## src/sv/hpq_ram.sv

```systemverilog
// Generic simple dual-port RAM with one write port and a registered read port.
module hpq_ram #(
	parameter int WIDTH = 32,
	parameter int DEPTH = 128
) (
	input  logic                                     clk,
	input  logic                                     we,
	input  logic [((DEPTH > 1) ? $clog2(DEPTH) : 1)-1:0] waddr,
	input  logic [WIDTH-1:0]                         wdata,
	input  logic                                     re,
	input  logic [((DEPTH > 1) ? $clog2(DEPTH) : 1)-1:0] raddr,
	output logic [WIDTH-1:0]                         rdata
);

	logic [WIDTH-1:0] mem [DEPTH];
	logic [WIDTH-1:0] rdata_q;

	// Write port
	always_ff @(posedge clk) begin
		if (we) begin
			mem[waddr] <= wdata;
		end
	end

	// Read port, registered
	always_ff @(posedge clk) begin
		if (re) begin
			rdata_q <= mem[raddr];
		end
	end

	assign rdata = rdata_q;

endmodule

```

## config.mk

```make
export PLATFORM = sky130hd
export DESIGN_NAME = hpq_ram
export DESIGN_NICKNAME = d
export VERILOG_FILES = /design/src/sv/hpq_ram.sv
export SDC_FILE = /design/constraint.sdc
export NUM_CORES = 2
export LEC_CHECK = 0
export BUFFER_PORTS_ARGS = -buffer_cell sky130_fd_sc_hd__buf_2
export CORE_MARGIN = 2
export CORE_UTILIZATION = 65
export CTS_CLUSTER_SIZE = 20
export DETAILED_ROUTE_END_ITERATION = 12
export PLACE_DENSITY = 0.78
export SLEW_MARGIN = 20
export SYNTH_ARGS = -nofsm -noshare
export SYNTH_HDL_FRONTEND = slang
export SYNTH_SLANG_ARGS = --single-unit
```

## constraint.sdc

```tcl
create_clock -name clk -period 4.9 [get_ports clk]
set_input_delay 0 -clock clk [delete_from_list [all_inputs] [get_ports clk]]
set_output_delay 0 -clock clk [all_outputs]
set_load 0.05 [all_outputs]
```

Yosys cells after proc, flatten, opt, wreduce, memory -nomap -nowiden
Memory sizes are Yosys's and may differ from the RTL's. A register that Yosys moved wholly into a read port is not among the register bits.
Index checks and enable logic that the tools add are counted.
{"block": "word_totals", "memories": 1, "in_bits": 49, "wordCells": 3, "regBits": 0, "output_inout_bits": 32, "ram_bits": 4096}
{"name": "mem", "words": 128, "word_bits": 32, "read_ports": 1, "rd_clocked_by_memory_dff": 1, "wr": 1, "line_no": "15", "rtl": "logic [WIDTH-1:0] mem [DEPTH];"}
{"block": "op_classes", "n_mux": 2}
{"operator": "$mux 1", "count": 2}

Logic depth before layout (Yosys ltp)
{"block": "logic_depth", "depth_word": 2, "mapped_depth": 8, "ltp_nobuf": 4}

Worst setup path before layout
No wires, ideal clock.
{"block": "synth_timing", "path_kind": "input port to flip-flop", "from": "input we", "to": "memory mem[98][0] (enable)", "path_buffers": 1, "required_time_ns": 4.439, "arrival_ns": 2.778, "path_slack_ns": 1.661, "setup_ns": 0.461, "cell_stages": 3, "cell_sequence": "clkbuf_1 > nand4_1 > nor3_1"}
{"block": "synth_between", "elab_chain_cells": 2}
{"item": "start, declared", "line_no": "7", "rtl": "input logic we,"}
{"item": "$mux 1", "line_no": "20", "rtl": "if (we) begin"}
{"item": "$mux 1 (not written as such)", "line_no": "21", "rtl": "mem[waddr] <= wdata;"}
{"item": "end, declared", "line_no": "15"}
Every way passes these cells.

Worst setup path after layout
{"block": "layout_timing", "from": "input waddr[0] (netlist name)", "to": "memory mem[70][0] (enable)"}
{"item": "start, declared", "line_no": "8", "rtl": "input logic [((DEPTH > 1) ? $clog2(DEPTH) : 1)-1:0] waddr,"}
Straight into the memory's write port.

==> results.json <==
{
  "drc_errors": 0,
  "crit_path_max_fanout": 19,
  "layout.nets": 6550,
  "r2r_start": "mem[15][25]",
  "max_freq_mhz": 317.5,
  "drive_gt1_frac": 0.3575,
  "cts.sinks": 4128,
  "p_leak_nw": 54.42,
  "maxSlewHeadroom": 0.1587,
  "cts_tree": "done",
  "max_cap_viol_count": 0,
  "post-place-ws_ps": 1213,
  "ant_nets": 0,
  "htree_levels": 5,
  "finClkSkew_ps": 81.60,
  "run_status": "completed",
  "start_kind": "input pin",
  "finalSetupTns_ps": 0,
  "vias_per_cell": 7.847,
  "netlist_instances": 5990,
  "synth_seq_cells": 4128,
  "end_kind": "register",
  "powerDensity_mw_per_mm2": 419.5,
  "overflow": 0,
  "core_sq_mm": 0.2401,
  "worstSetupPathType": "input pin to register",
  "drt_wl_total_mm": 489.4,
  "firstDrtPassIters": 6,
  "synth_nets": 6039,
  "ys_warn_count": 0,
  "num_vias": 78820,
  "p_total_w": 0.07414,
  "grt_usage": 0.4001,
  "dp_hpwl_mm": 241.1,
  "setup_slack_ps": 1750,
  "portBuffers": 80,
  "cts.clk_slew.worst_paths_ps": 70,
  "num_io_pins": 81,
  "grt_max_degree": 112,
  "rows": 180,
  "antenna_found_initial": 85,
  "drtIter0Drc": 17470,
  "cts_root_buf": "clkbuf_16",
  "grt_pass1_wl_mm": 656.0,
  "required_ps": 5570,
  "synth_area_leaders": "edfxtp_1, mux4_2, clkbuf_1",
  "numCtsBuffers": 398,
  "ir_drop_uv": 485.0,
  "syn-cell-area_sq_mm": 0.1566,
  "yosysSeqAreaShare": 0.7916,
  "clock_latency_ps": 1020,
  "min_from": "raddr[3]",
  "holdCritPathClass": "input pin to register",
  "hold_violations": 0,
  "gp_congestion": 0.8494,
  "synthToLayoutAreaGrowth_pct": 12.87,
  "cts_resized": 0,
  "first_global_vias": 78250,
  "cp_data_arrival_time_ps": 3820,
  "die_h_um": 494.8,
  "synth_top_area_share": 0.7916,
  "rsz0062_at_grt": "false",
  "dieArea_sq_mm": 0.2449,
  "crit_start": "waddr[0]",
  "synthDistinctLibCells": 16,
  "wire_per_inst_um": 48.72,
  "initial_core_util": 0.6523,
  "slew_violations": 0,
  "holdWs_ps": 33.30,
  "clk_path_buf_depth": 4,
  "fin_crit_sh": 0.6428,
  "finalSetupViolations": 0,
  "fin_crit_ps": 3150,
  "worst_pin_slew_ps": 1258,
  "avgSynthCellArea_sq_um": 26.14,
  "netlist.top_cell.by_area": "edfxtp_1",
  "dieWidth_um": 494.8
}
## critical path, stage by stage
cell and delay [ps]:
dlygate4sd3_1 640, buf_2 350, nor2b_1 430, nand3_2 850, nor2_4 1150, buf_4 360
## power by group
part / internal [W] / switching (W) / total, W
clock network: 0.0171 / 0.0138 / 0.0308
logic: 0.00147 / 0.00271 / 0.00418
registers: 0.0390 / 0.000128 / 0.0391
## final cells by class
class                   instances  area [sq um]
flip-flops and latches       4128        124000
well taps                    3185          3985
multi-input cells            1546         32300
clock buffers                 485         10370
diodes                         51         127.6
clock inverters               223          2093
fillers                     11790         63330
repair buffers                427          3913
## state kept, by name (all words and copies together), names as in the netlist
name,cells
mem,4096
rdata,32
## per-layer routing
layer	part of all wire	wire length, um	track usage	up-vias
met5	0.00072	353	0	-
met4	0.086	42240	0.2784	52
met3	0.14	69740	0.1028	1940
met2	0.48	236200	0.6193	8792
met1	0.29	140900	0.5048	40570
li1	-	-	-	27460
## kinds of logic (layout without fill, tap and decap cells)
logic type	count (synthesis)	after routing	share of synthesized area
flip-flops	4128	4128	0.7916
multiplexers	1376	1376	0.1956
other	0	51	0
buffers and inverters	316	1135	0.008373
AND/OR/NAND/NOR	170	170	0.004450
## what timing repair did
action	in CTS	in global routing
setup endpoints to repair	0	0
endpoints found under the hold margin	2102	0
buffers inserted	0	0
hold buffers	43	0
## through the flow
| step | util | cells | cell area (sq um) |
|---|---|---|---|
| floorplan | - | 5990 | 156600 |
| global placement | 0.6812 | 9237 | 163500 |
| detailed placement | 0.6815 | 9240 | 163600 |
| CTS | 0.7352 | 9991 | 176500 |
| global route | 0.7359 | 10020 | 176700 |
| finish | 0.7362 | 10050 | 176700 |
## cell usage after synthesis
master / count
buf_6: 2
buf_1: 50
nor2_1: 122
buf_2: 79
mux2_2: 32
nor3_1: 9
nand3_1: 12
nor2b_1: 7
or3_1: 1
nand2_1: 14
edfxtp_1: 4128
buf_4: 3
nand2b_1: 2
mux4_2: 1344
nand4_1: 3
clkbuf_1: 182
## cells in the final DEF (no fill, tap or decap)
cell type,instances
inv_6,7
mux2_2,32
buf_8,3
clkinv_1,83
nand4_1,3
nand2_1,14
nand3_4,2
clkbuf_16,402
diode_2,51
bufinv_16,38
inv_8,1
clkinv_4,5
clkinv_8,3
nand3_1,8
buf_16,6
buf_6,3
clkinvlp_4,6
clkbuf_1,83
nor2_4,119
nor2_1,3
nor2b_1,7
buf_12,44
nand2b_1,2
buf_4,286
nor3_2,9
buf_2,42
mux4_2,1344
nand3_2,2
or3_1,1
dlygate4sd3_1,43
clkinv_2,78
inv_16,2
edfxtp_1,4128
## final timing paths
check               endpoint  slack [ps]  depth (start not counted)
setup / recovery  mem[70][0]        1750                          6
hold / removal      rdata[4]          30                          3
setup reg to reg   rdata[25]        1960                          4
hold reg to reg    rdata[31]        1210                          4
Note: power is estimated with default switching activity, not from simulation.
